### src/sv/sspp_pkg.sv
// shared constants, types and control structs of the segment speed planner
`default_nettype none
package sspp_pkg;
    localparam int STEPPER_COUNT = 4;
    localparam int SLOTS = 4;
    localparam int NUM_W = 48;
    localparam int CNT_W = $clog2(NUM_W + 1);
    localparam logic [31:0] INIT_TIME = 32'd167772;
    localparam logic [31:0] MAX32 = 32'hFFFF_FFFF;

    localparam logic [1:0] CASE_TARGET = 2'd0;
    localparam logic [1:0] CASE_WMAX = 2'd1;
    localparam logic [1:0] CASE_WMIN = 2'd2;
    localparam logic [1:0] CASE_JERK = 2'd3;

    typedef enum logic [1:0] {
        DIV_MAX = 2'd0,
        DIV_MIN = 2'd1,
        DIV_SPD = 2'd2
    } div_sel_t;

    typedef struct packed {
        logic        mul;
        logic        start;
        div_sel_t    which;
        logic        chk;
        logic        adj;
        logic [31:0] prev_time;
        logic [31:0] seg_time;
        logic [31:0] delta;
    } lane_ctl_t;

    typedef struct packed {
        logic        done;
        logic        has_max;
        logic [31:0] max_t;
        logic [31:0] min_t;
        logic        brake;
        logic [31:0] rem;
    } lane_res_t;
endpackage
`default_nettype wire

### src/sv/sspp_merge.sv
// merges lane windows into the segment time and its case
`default_nettype none
module sspp_merge (
    input  wire sspp_pkg::lane_res_t res [sspp_pkg::SLOTS],
    input  wire logic [31:0]         reg_time,
    input  wire logic                decel,
    input  wire logic                jerk,
    output logic [31:0]              pick_time,
    output logic [1:0]               time_case,
    output logic                     clear_decel
);
    import sspp_pkg::*;

    logic        has_max;
    logic [31:0] max_t;
    logic [31:0] min_t;
    logic [31:0] max_adj;

    always_comb
    begin
        has_max = 1'b0;
        max_t = '0;
        min_t = '0;
        for (int i = 0; i < STEPPER_COUNT; i++)
        begin
            if (res[i].has_max)
            begin
                if (!has_max || (res[i].max_t < max_t))
                begin
                    max_t = res[i].max_t;
                end
                has_max = 1'b1;
            end
            if (res[i].min_t > min_t)
            begin
                min_t = res[i].min_t;
            end
        end
        max_adj = (max_t < min_t) ? min_t : max_t;
        clear_decel = 1'b0;
        if (jerk)
        begin
            pick_time = reg_time;
            time_case = CASE_JERK;
        end
        else if (has_max && (decel || (reg_time > max_adj)))
        begin
            pick_time = max_adj;
            time_case = CASE_WMAX;
            clear_decel = 1'b1;
        end
        else if (reg_time < min_t)
        begin
            pick_time = min_t;
            time_case = CASE_WMIN;
        end
        else
        begin
            pick_time = reg_time;
            time_case = CASE_TARGET;
        end
    end
endmodule
`default_nettype wire
### config.mk
export PLATFORM = sky130hd
export DESIGN_NAME = sspp_merge
export DESIGN_NICKNAME = d
export VERILOG_FILES = /design/src/sv/sspp_pkg.sv /design/src/sv/sspp_merge.sv
export SDC_FILE = /design/constraint.sdc
export NUM_CORES = 1
export LEC_CHECK = 0
export BUFFER_PORTS_ARGS = -buffer_cell sky130_fd_sc_hd__clkbuf_2
export CAP_MARGIN = 20
export CELL_PAD_IN_SITES_DETAIL_PLACEMENT = 0
export CELL_PAD_IN_SITES_GLOBAL_PLACEMENT = 1
export CORE_AREA = 2 2 180 182
export DETAILED_ROUTE_END_ITERATION = 8
export DIE_AREA = 0 0 182 184
export PLACE_DENSITY_LB_ADDON = 0.1
export SYNTH_ARGS = -nofsm -noshare
export SYNTH_HDL_FRONTEND = slang
export SYNTH_SLANG_ARGS = --single-unit
### constraint.sdc
create_clock -name vclk -period 33.7
set_clock_uncertainty 0.2 [all_clocks]
set_input_delay 5.055 -clock vclk [all_inputs]
set_output_delay 5.055 -clock vclk [all_outputs]
set_load 0.01 [all_outputs]
Word-level counts from Yosys, hierarchy flattened:

Cells that the tools add are included.

* order comparisons: 10
* muxes and demuxes: 24
* reductions and logical operators: 8

Operator list (number)
* $mux 32: 15
* $lt 32x32->1: 5
* $gt 32x32->1: 4
* $gt 32x1->1 const B: 1
* $mux 1: 6
* $mux 2: 3
* $logic_or 1x1->1: 4
* $logic_not 1->1: 3
* $logic_and 1x1->1: 1

* bits in registers: 0
* bits of input ports: 430
* word-level logic and storage cells: 42

Logic depth before layout (Yosys ltp):

* depth in word-level cells: 20
* mapped depth: 72
* mapped depth without buffers: 62

Worst setup path before layout:

No wires, ideal clock.

* kind: in2out
* start: input port res[394] (netlist name)
* end: output port pick_time[10]
* arrival time: 18.185 ns
* slack: 10.260 ns
* cell stages on the path: 68
* cell sequence: buf_4 clkbuf_1 clkbuf_1 buf_1 nand2_1 ha_1 nand4_1 nor4_1 nand4_1 o211ai_1 or3_1 clkbuf_1 clkbuf_1 a32oi_1 ha_1 nand3_1 nor2_1 nand4_1 [... 32 more ...] clkbuf_1 o21ai_1 ha_1 a21o_1 a21o_1 a21o_1 a21o_1 a21o_1 a21o_1 a21oi_1 nor3_1 o221ai_1 a21oi_1 nand2b_1 o211ai_1 a21oi_1 buf_2 a222oi_1

* cells in the longest elaborated chain, start to end: 20
* elaborated cells on any way between the ends: 27
* those cells by class: order compare: 5; mux: 14; reduce/logical: 8

RTL lines
* from (decl): RTL line sspp_merge.sv:4 `input wire sspp_pkg::lane_res_t res [sspp_pkg::SLOTS],`
* $mux 32 or $mux 1 (tied branches): RTL line sspp_merge.sv:26 `if (res[i].has_max)`
* $lt 32x32->1 or $logic_not 1->1 (tied branches): RTL line sspp_merge.sv:28 `if (!has_max || (res[i].max_t < max_t))`
* $logic_or 1x1->1: RTL line sspp_merge.sv:28
* $mux 32: RTL line sspp_merge.sv:28
* $mux 32: RTL line sspp_merge.sv:26
* $lt 32x32->1: RTL line sspp_merge.sv:28
* $logic_or 1x1->1: RTL line sspp_merge.sv:28
* $mux 32: RTL line sspp_merge.sv:28
* [... 4 more ...]
* $mux 32: RTL line sspp_merge.sv:26
* $lt 32x32->1: RTL line sspp_merge.sv:39 `max_adj = (max_t < min_t) ? min_t : max_t;`
* $mux 32: RTL line sspp_merge.sv:39
* $gt 32x32->1: RTL line sspp_merge.sv:46 `else if (has_max && (decel || (reg_time > max_adj)))`
* $logic_or 1x1->1: RTL line sspp_merge.sv:46
* $logic_and 1x1->1: RTL line sspp_merge.sv:46
* $mux 32 (*): RTL line sspp_merge.sv:46
* $mux 32 (*): RTL line sspp_merge.sv:41 `if (jerk)`
* to (decl): RTL line sspp_merge.sv:8 `output logic [31:0] pick_time,`

Mark *: on every way between the ends. The rest lies on a longest branch, timed or not.

Worst setup path in the final report:

* start: input port res[394] (netlist name)
* end: output port pick_time[1]

Same word-level chain as after synthesis.

==> metrics.cfg <==
[global_routing]
grt_pass1_wl_um=58800
grt_pass1_vias=10900
antenna_found_initial=6
grt_max_degree=54
gr-total-overflow=0
track_usage_pct=21.8

[sta]
worst_slew_pin_slew_ns=1.01
hold_slack_ns=10.21
slew_headroom_pct=32.7
post-route-period-util_pct=79.6
fmax_mhz=37.3
final.setup.tns_ns=0
finalWorstSetupSlack_ns=6.87
period_minus_slack_ns=26.83
setup_viol=0
rsz0062_at_grt=no
report.final.slew_viol_count=0
hold_viol=0

[critical_path]
cp-startpoint=res[394]
critPathKind=in2out
slowest_delay_ns=0.85
critPathCaptureType=primary output
startpoint_type=primary input
required_ns=28.44
slowest_stage=o211a_1
arrival_ns=21.58
critPathMaxFanout=53
crit_top_cell=a21o_1

[die]
die_x_um=182
dieArea_sq_um=33500
ios=465
start_util_pct=31.9
core_sq_um=31400
num_rows=65
die_y_um=184

[synthesis]
synth_area_per_cell_sq_um=6.81
yosysMostFrequentCell=ha_1
synth_largest_area_cell=ha_1
netlist_top_cells_area=ha_1 (35%), a21oi_1 (6.8%), inv_1 (6.6%)
synthDistinctLibCells=65
synth_top_area_share_pct=34.8
syn_area_sq_um=10000
synth.cells.most_frequent=ha_1 (278), inv_1 (175), nand2_1 (166)
synthCells=1469
yosysWarnings=0
ys_seq_area_share_pct=0
syn_nets=2177

[job]
drv_cap=0

[clock_tree]
ctsHoldBuffers=0
postCtsResizedCells=0
cts_setup_buffers=0

[detailed_routing]
drt-vias-per-instance=5.33
vias=11500
drtAntennaViolNets=0
drt_iter0_drc=771
routedWlPerCell_um=17.7
drc=0
dr.pass1.iters=6
wl_um=38100

[finish]
area_delta_synth_final_pct=20.6
final_layout_size_suffix_gt1_share_pct=22.3
nets=2461
ff_latch_area_sq_um=0
fin_cells=2156
nFillCells=3491
multi_input_area_sq_um=9160
num-clock-buffers=0
seq_cells=0

[outcome]
status=completed

[pwr]
ir_worst_vdd_mv=0.0315
power_uw=608
power_per_cell_area_nw_per_um2=50.4
power_leakage_nw=6.68

[placement]
place_ws_ns=6.65
hpwl_um=34000
gp_congestion=0.888
portBuffers=329
dp_cells=2152

[worst_hold_path]
hp-class=in2out
worstHoldStart=jerk

## layout make-up
class,instances,share of cell area [%]
multi-input cells,1236,75.9
inverters,175,5.44
diodes,3,0.0622
well taps,402,4.17
repair buffers,340,14.4
## power by group
group / switching, mW / internal (mW)
registers: 0 / 0
clock network: 0 / 0.0000000119
logic: 0.361 / 0.247
## per-stage QoR
stage          util (%)  cell area (sq um)
3_5_place_dp       38.4              12000
4_1_cts            38.4              12000
6_report           38.4              12100
5_1_grt            38.4              12100
2_1_floorplan         -              10000
3_3_place_gp       38.4              12000
## path summary, 6_finish.rpt
kind,slack (ns),cells after the start,end
min,10.21,3,time_case[0]
max,6.87,63,pick_time[1]
## layer usage
metal	global-route usage (%)	wire, um	part of all wire (%)	up-vias
li1	-	-	-	6013
met2	35.6	16600	43	345
met5	0	41	0.11	-
met4	1.03	238	0.62	6
met1	32.3	18900	50	5105
met3	2.16	2380	6.2	14
## cell families after synthesis
kind of cell,synth area share [%]
AO/OA/AOI/OAI,30.1
XOR/XNOR,0.175
adder cells (fa/ha/maj),34.9
buffers and inverters,8.87
multiplexers,5.54
AND/OR/NAND/NOR,20.4
## layout by cell type, fill, tap and decap left out, types with 9 or more instances in the layout
| cell | Yosys | layout |
|---|---|---|
| nor2_1 | 112 | 111 |
| clkbuf_2 | 0 | 329 |
| mux2_2 | 31 | 31 |
| o211ai_1 | 9 | 9 |
| mux2i_1 | 19 | 19 |
| o21ai_0 | 103 | 103 |
| buf_4 | 1 | 10 |
| nand4_1 | 52 | 52 |
| nand2_1 | 166 | 166 |
| nor2b_1 | 14 | 14 |
| nor3_1 | 14 | 14 |
| a211oi_1 | 15 | 15 |
| nand3_1 | 23 | 22 |
| a21o_1 | 61 | 61 |
| ha_1 | 278 | 278 |
| a222oi_1 | 32 | 32 |
| o21ai_1 | 36 | 35 |
| a21oi_1 | 135 | 134 |
| inv_1 | 175 | 175 |
| a32oi_1 | 17 | 17 |
## worst max-delay path: cells and delay by family
family	cells	cell delay, ns
AO/OA/AOI/OAI	29	7.99
adder cells (fa/ha/maj)	5	1.62
buffers and inverters	7	1.74
multiplexers	1	0.37
AND/OR/NAND/NOR	21	4.73
No activity file was read; power rests on OpenSTA's default activity.
