===== config.mk =====
export PLATFORM = sky130hd
export DESIGN_NAME = sspp_div
export DESIGN_NICKNAME = d
export VERILOG_FILES = /design/src/sv/sspp_pkg.sv /design/src/sv/sspp_div.sv
export SDC_FILE = /design/constraint.sdc
export NUM_CORES = 1
export LEC_CHECK = 0
export BUFFER_PORTS_ARGS = -buffer_cell sky130_fd_sc_hd__buf_4
export CAP_MARGIN = 20
export CELL_PAD_IN_SITES_DETAIL_PLACEMENT = 1
export CELL_PAD_IN_SITES_GLOBAL_PLACEMENT = 1
export CORE_ASPECT_RATIO = 0.6
export CORE_MARGIN = 1
export CORE_UTILIZATION = 45
export CTS_CLUSTER_DIAMETER = 60
export DETAILED_ROUTE_END_ITERATION = 7
export PLACE_DENSITY_LB_ADDON = 0.1
export REMOVE_ABC_BUFFERS = 1
export SLEW_MARGIN = 20
export SYNTH_ARGS = -nofsm -noshare
export SYNTH_HDL_FRONTEND = slang
export SYNTH_SLANG_ARGS = --single-unit

===== constraint.sdc =====
create_clock -name clk -period 3.9 [get_ports clk]
set_input_delay 0.585 -clock clk [delete_from_list [all_inputs] [get_ports clk]]
set_output_delay 0.585 -clock clk [all_outputs]
set_load 0.1 [all_outputs]

===== src/sv/sspp_pkg.sv =====
// shared constants, types and control structs of the segment speed planner
`default_nettype none
package sspp_pkg;
    localparam int STEPPER_COUNT = 4;
    localparam int SLOTS = 4;
    localparam int NUM_W = 48;
    localparam int CNT_W = $clog2(NUM_W + 1);
    localparam logic [31:0] INIT_TIME = 32'd167772;
    localparam logic [31:0] MAX32 = 32'hFFFF_FFFF;

    localparam logic [1:0] CASE_TARGET = 2'd0;
    localparam logic [1:0] CASE_WMAX = 2'd1;
    localparam logic [1:0] CASE_WMIN = 2'd2;
    localparam logic [1:0] CASE_JERK = 2'd3;

    typedef enum logic [1:0] {
        DIV_MAX = 2'd0,
        DIV_MIN = 2'd1,
        DIV_SPD = 2'd2
    } div_sel_t;

    typedef struct packed {
        logic        mul;
        logic        start;
        div_sel_t    which;
        logic        chk;
        logic        adj;
        logic [31:0] prev_time;
        logic [31:0] seg_time;
        logic [31:0] delta;
    } lane_ctl_t;

    typedef struct packed {
        logic        done;
        logic        has_max;
        logic [31:0] max_t;
        logic [31:0] min_t;
        logic        brake;
        logic [31:0] rem;
    } lane_res_t;
endpackage
`default_nettype wire


===== src/sv/sspp_div.sv =====
// serial restoring divider, one quotient bit a cycle, saturating to 32 bits
`default_nettype none
module sspp_div (
    input  wire logic                      clk,
    input  wire logic                      rst_n,
    input  wire logic                      start,
    input  wire logic [sspp_pkg::NUM_W-1:0] num,
    input  wire logic [31:0]               den,
    output logic                           done,
    output logic [31:0]                    quo
);
    import sspp_pkg::*;

    logic [CNT_W-1:0] cnt_reg;
    logic             busy_reg;
    logic             done_reg;
    logic [NUM_W-1:0] num_reg;
    logic [NUM_W-1:0] q_reg;
    logic [32:0]      rem_reg;
    logic [31:0]      den_reg;
    logic [32:0]      rem_sh;
    logic             ge;

    assign rem_sh = {rem_reg[31:0], num_reg[NUM_W-1]};
    assign ge = rem_sh >= {1'b0, den_reg};

    always_ff @(posedge clk or negedge rst_n)
    begin
        if (!rst_n)
        begin
            cnt_reg  <= '0;
            busy_reg <= 1'b0;
            done_reg <= 1'b0;
        end
        else
        begin
            done_reg <= 1'b0;
            if (start)
            begin
                busy_reg <= 1'b1;
                cnt_reg  <= CNT_W'(NUM_W);
            end
            else if (busy_reg)
            begin
                cnt_reg <= cnt_reg - 1'b1;
                if (cnt_reg == CNT_W'(1))
                begin
                    busy_reg <= 1'b0;
                    done_reg <= 1'b1;
                end
            end
        end
    end

    always_ff @(posedge clk)
    begin
        if (start)
        begin
            num_reg <= num;
            den_reg <= den;
            rem_reg <= '0;
            q_reg   <= '0;
        end
        else if (busy_reg)
        begin
            num_reg <= {num_reg[NUM_W-2:0], 1'b0};
            rem_reg <= ge ? (rem_sh - {1'b0, den_reg}) : rem_sh;
            q_reg   <= {q_reg[NUM_W-2:0], ge};
        end
    end

    assign done = done_reg;
    assign quo = ((den_reg == '0) || (q_reg[NUM_W-1:32] != '0)) ? MAX32 : q_reg[31:0];
endmodule
`default_nettype wire


# After elaboration in Yosys (flattened, before gate mapping)
# Cells that the tools add are included.
# totals
ff_bits	168
inputBits	83
output_inout_bits	33
word_cells	27
# classes
muxes	12
order_cmp	1
n_eq_ne	1
n_reduce_logical	4
addsub	2
# op_table
op	n
48-bit two-way mux	2
32-bit two-way mux	2
33-bit by 32-bit >= comparator with 1-bit output	1
32-bit logical NOT	1
32-bit subtractor	1
16-bit nonzero test	1
6-bit two-way mux	2
6-bit by 1-bit == test with 1-bit output (second input constant)	1
1-bit two-way mux	6
6-bit by 1-bit subtractor with 6-bit output (second input constant)	1
2-bit nonzero test	1
1-bit logical OR	1

# Depth between registers and ports, before layout
# logic_depth
depth_word	4
ltp_mapped	14
mapped_depth_nobuf	12

# Least setup slack after synthesis
# No wires, ideal clock.
# synth_path
kind	register -> register
start	register den_reg[0]
end	register rem_reg[28]
stages_incl_launch_ff	12
t_required_ps	3770
synth_period_minus_slack_ps	2820
setup_time_ps	130
slack_ps	1080
n_path_buf	0
arrival_time_ps	2691
cell_sequence	edfxtp_1 -> ha_1 -> fa_1 -> nor2b_1 -> o21bai_1 -> a2111oi_0 -> o21ai_0 -> a21oi_1 -> o21ai_0 -> nor4b_1 -> o41ai_1 -> o21ai_0
# synth_via
elab_chain_cells	2
elab_cells_between_ends	3
cone_classes	add/sub (1); order compare (1); mux (1)
# synth_rtl
element	line_no	rtl
start, declared	sspp_div.sv:20	logic [31:0] den_reg;
start signal, assigned	sspp_div.sv:60	den_reg <= den;
32-bit subtractor / 33-bit by 32-bit >= comparator with 1-bit output (equally long branches)	sspp_div.sv:67, sspp_div.sv:25	
32-bit two-way mux *	sspp_div.sv:67	rem_reg <= ge ? (rem_sh - {1'b0, den_reg}) : rem_sh;
end signal, assigned	sspp_div.sv:67	
end, declared	sspp_div.sv:19	logic [32:0] rem_reg;
# Mark *: on every way between the ends. The rest lies on a longest branch, timed or not.
# A chain may end at the register's enable or synchronous reset.

# Final worst setup path
# Same ends and word-level chain as after synthesis.

==> results by group <==
Worst setup path
  – Crit path launch type: register
  – Reg-to-reg endpoint: rem_reg[28]
  – R2R Path Start: den_reg[0]
  – CP max stage delay: between 0.5 and 0.6 ns
  – CP bufs+invs: 0
  – Critical Path Slowest Stage Cell: a2111oi_0
  – Arr. time, crit path: ~3.6 ns
  – Crit path max fanout: 3
  – Worst-path cell chain: ha_1, fa_1, nor2b_1, o21bai_1, a2111oi_0, o21ai_0, a21oi_1, o21ai_0, nor4b_1, o41ai_1, o21ai_0
  – Crit. End Element: register
  – FF-to-FF setup slack: 0.55 ns
  – Cell mode on critical path: o21ai_0
  – Data required, critical path: 4.19 ns
  – R2R cell count: 11
  – WS Path Type: register to register
  – Critical path's top delay family: compound AO/OA/AOI/OAI gates

Cells and area
  – FF/Latch Area: 4208 sq um
  – Area added between synthesis and finish: 20.05%
  – Most common cell after layout, fill and taps aside: buf_4
  – Layout cells sized above 1: 26.90%
  – Layout Nets: approximately 1100
  – Post-layout util: a little under three fifths
  – Non-Filler Instances: 1188
  – Diodes inserted: 0
  – Multi-input logic area: roughly 4000 sq um
  – Commonest non-fill, non-tap cells in the layout: 126 x buf_4, 113 x nor2_1, 80 x edfxtp_1, 80 x dfxtp_1, 57 x mux2i_1
  – FILL cells: 2027

Placed design
  – Detailed placement HPWL: 15560 um
  – Place WS: 0.3402 ns
  – Port Buffers: 115
  – Post-placement cell count: 1153
  – Final GP Congestion: 0.8953

Drt
  – Remaining DRCs: 0
  – Final wirelength: roughly 22000 um
  – Post-route ant nets: 0
  – Initial drt markers: roughly 380
  – Via count: 6573
  – DR pass1 iterations: 5
  – DR vias/cell: 5.533
  – DR WL/cell: 18.26 um

Logic synthesis
  – Top FF cell, synth: edfxtp_1
  – Top cells by area, synth: edfxtp_1 28%, dfxtp_1 19%, mux2i_1 6.6%
  – Flops & latches, synth: 168
  – Seq/Total Area, Yosys: slightly below 50%
  – Post-synthesis mux area share: 12.82%
  – Avg Synthesized Cell Area: slightly above 10 sq um
  – Async SR Flop Fraction: 4.762%
  – Synth Area in XOR/XNOR: approximately 3.0%
  – Top-area cell type share of the netlist area: roughly 28%
  – Synth Instances: a little over 800
  – Synth unique cells: 56
  – Cell accounting for the most synthesized area: edfxtp_1
  – Post-Synth Adder-Cell Area: under 10%
  – Compound-cell area share of the yosys netlist: a little under an eighth
  – Simple-gate share of the synthesized area: 14.04%
  – Yosys warnings: 0
  – Synthesized cell area: 8581 sq um
  – Largest family of logic cells by synthesized area: simple AND/OR/NAND/NOR gates
  – Number of flops mapped to enable cells by yosys: 80

Clock network
  – Later-pin clock latency in the skew report: 0.44 ns
  – Post-CTS sizing: 0
  – CTS Buf Count: 17
  – CTS HTree Levels: 4
  – CTS root buffer: clkbuf_16
  – Clock transition at the registers of the reported paths: 0.08 ns
  – Clk sink count: 168
  – TritonCTS clock tree: yes
  – Longest Clk Path Bufs: 2

STA
  – Final Cycle Share: a little under nine tenths
  – Hold Vio Cnt, Final: 0
  – Hold WS: about 0.32 ns
  – Clk_skew: ~0.017 ns
  – Fin crit period: approximately 3.3 ns
  – Setup violators final: 0
  – Slew HR: approximately 51%
  – Final worst slack: 0.5517 ns
  – Slew Limit Fails: 0
  – RSZ-0062 raised after global routing: false
  – Fmax: 298.7 MHz
  – Worst-margin pin slew: around 0.73 ns

Floorplanning
  – Rows: 38
  – DIE WIDTH: 180.3 um
  – Initial core utilization: a little under half
  – DIE AREA: 19640 sq um
  – I/O pin count: 116
  – Placeable Area: 18350 sq um
  – Die H: between 100 and 150 um

Run status
  – Outcome: completed

GRT
  – Largest net degree at the start of global routing: between 70 and 80
  – GRT Residual Overflow: 0
  – Initial antenna violation count: 0
  – Total GRT Usage: a little under a quarter
  – First-pass GRT wire length: 35270 um
  – Vias in the first global route: roughly 6800

Pwr
  – VDD IR max: 0.3065 mV
  – P per Cell Area: 590.6 nW/um^2
  – Leak Pwr: 4.829 nW
  – Final Power: slightly above 6 mW

Worst hold path
  – Hold Path End: den_reg[25]
  – Hold-critical path depth: 1
  – HP Class: input port to register
  – Hold wc startpoint: den[25]

Job
  – Max-cap violation count: 0
area by class of cell:
| cell class | count | share of cell area, % |
|---|---|---|
| clock buffer | 19 | 4.203 |
| timing repair buffer | 129 | 9.583 |
| sequential | 168 | 40.85 |
| multi-input combinational | 572 | 39.14 |
| tap | 240 | 2.915 |
| clock inverter | 13 | 1.603 |
| inverter | 47 | 1.713 |
Yosys cell counts (3+ instances only):
library cell,n
nor2_1,113
dfxtp_1,80
edfxtp_1,80
mux2i_1,57
a21oi_1,52
inv_1,47
mux2_2,47
nand2_1,39
ha_1,34
or2_2,34
clkbuf_1,30
o21ai_0,25
xnor2_1,20
nor4_1,15
a21o_1,13
a211oi_1,10
a211oi_2,10
nor3_1,10
xor2_1,9
dfrtp_1,8
nand3_1,8
nand4_1,8
nand2b_1,7
buf_2,6
and3_1,5
nor2b_1,5
o21ai_1,5
a31oi_1,4
and2_1,4
buf_1,4
o211ai_1,4
o21a_1,3
o21bai_1,3
how the worst max path moves through the flow:
stage                start          end  slack (ns)  depth (start not counted)
3_5_place_dp   den_reg[10]   rem_reg[5]        0.34                         12
5_1_grt        num_reg[47]  rem_reg[28]        0.31                         12
6_report        den_reg[0]  rem_reg[28]        0.55                         11
2_1_floorplan     busy_reg   num_reg[0]       -0.91                          2
4_1_cts        den_reg[10]   rem_reg[5]        0.27                         12
3_3_place_gp   den_reg[12]  rem_reg[10]        0.48                         12
worst register-to-register path: stages (launching register included):
cell       delay [ns]
edfxtp_1         0.41
ha_1             0.24
fa_1             0.39
nor2b_1          0.22
o21bai_1         0.13
a2111oi_0        0.51
o21ai_0          0.20
a21oi_1          0.24
o21ai_0          0.24
nor4b_1          0.21
o41ai_1          0.31
o21ai_0          0.13
metal layers:
| layer | vias up | wire, um | track usage, % |
|---|---|---|---|
| li1 | 3155 | - | - |
| met1 | 3241 | 10910 | 32.25 |
| met2 | 153 | 9298 | 35.33 |
| met3 | 24 | 1184 | 6.413 |
| met4 | 0 | 298 | 7.082 |
| met5 | - | 0 | 0 |
cell families (layout without fill, tap and decap cells):
group	count (synthesis)	count (layout)
flops	168	168
fa+ha+maj	35	35
mux	104	104
xor+xnor	29	29
simple gates	254	254
compound gates	150	150
buf+inv	89	208
timing repair:
item,CTS,global route
hold buffers,1,0
hold endpoints to repair,8,0
setup buffers,0,2
setup endpoints to repair,0,7
through the flow:
| step | TNS (ns) | area [sq um] |
|---|---|---|
| 2_1_floorplan | -59.49 | 8401 |
| 3_3_place_gp | 0 | 9678 |
| 3_5_place_dp | 0 | 9678 |
| 4_1_cts | 0 | 10290 |
| 5_1_grt | 0 | 10300 |
| 6_report | 0 | 10300 |
power by group:
group          switching, mW  internal (mW)
Combinational           1.20          0.877
Sequential             0.163           2.09
Clock                  0.736           1.02
Total                   2.10           3.98
No activity file was read; power rests on OpenSTA's default activity.
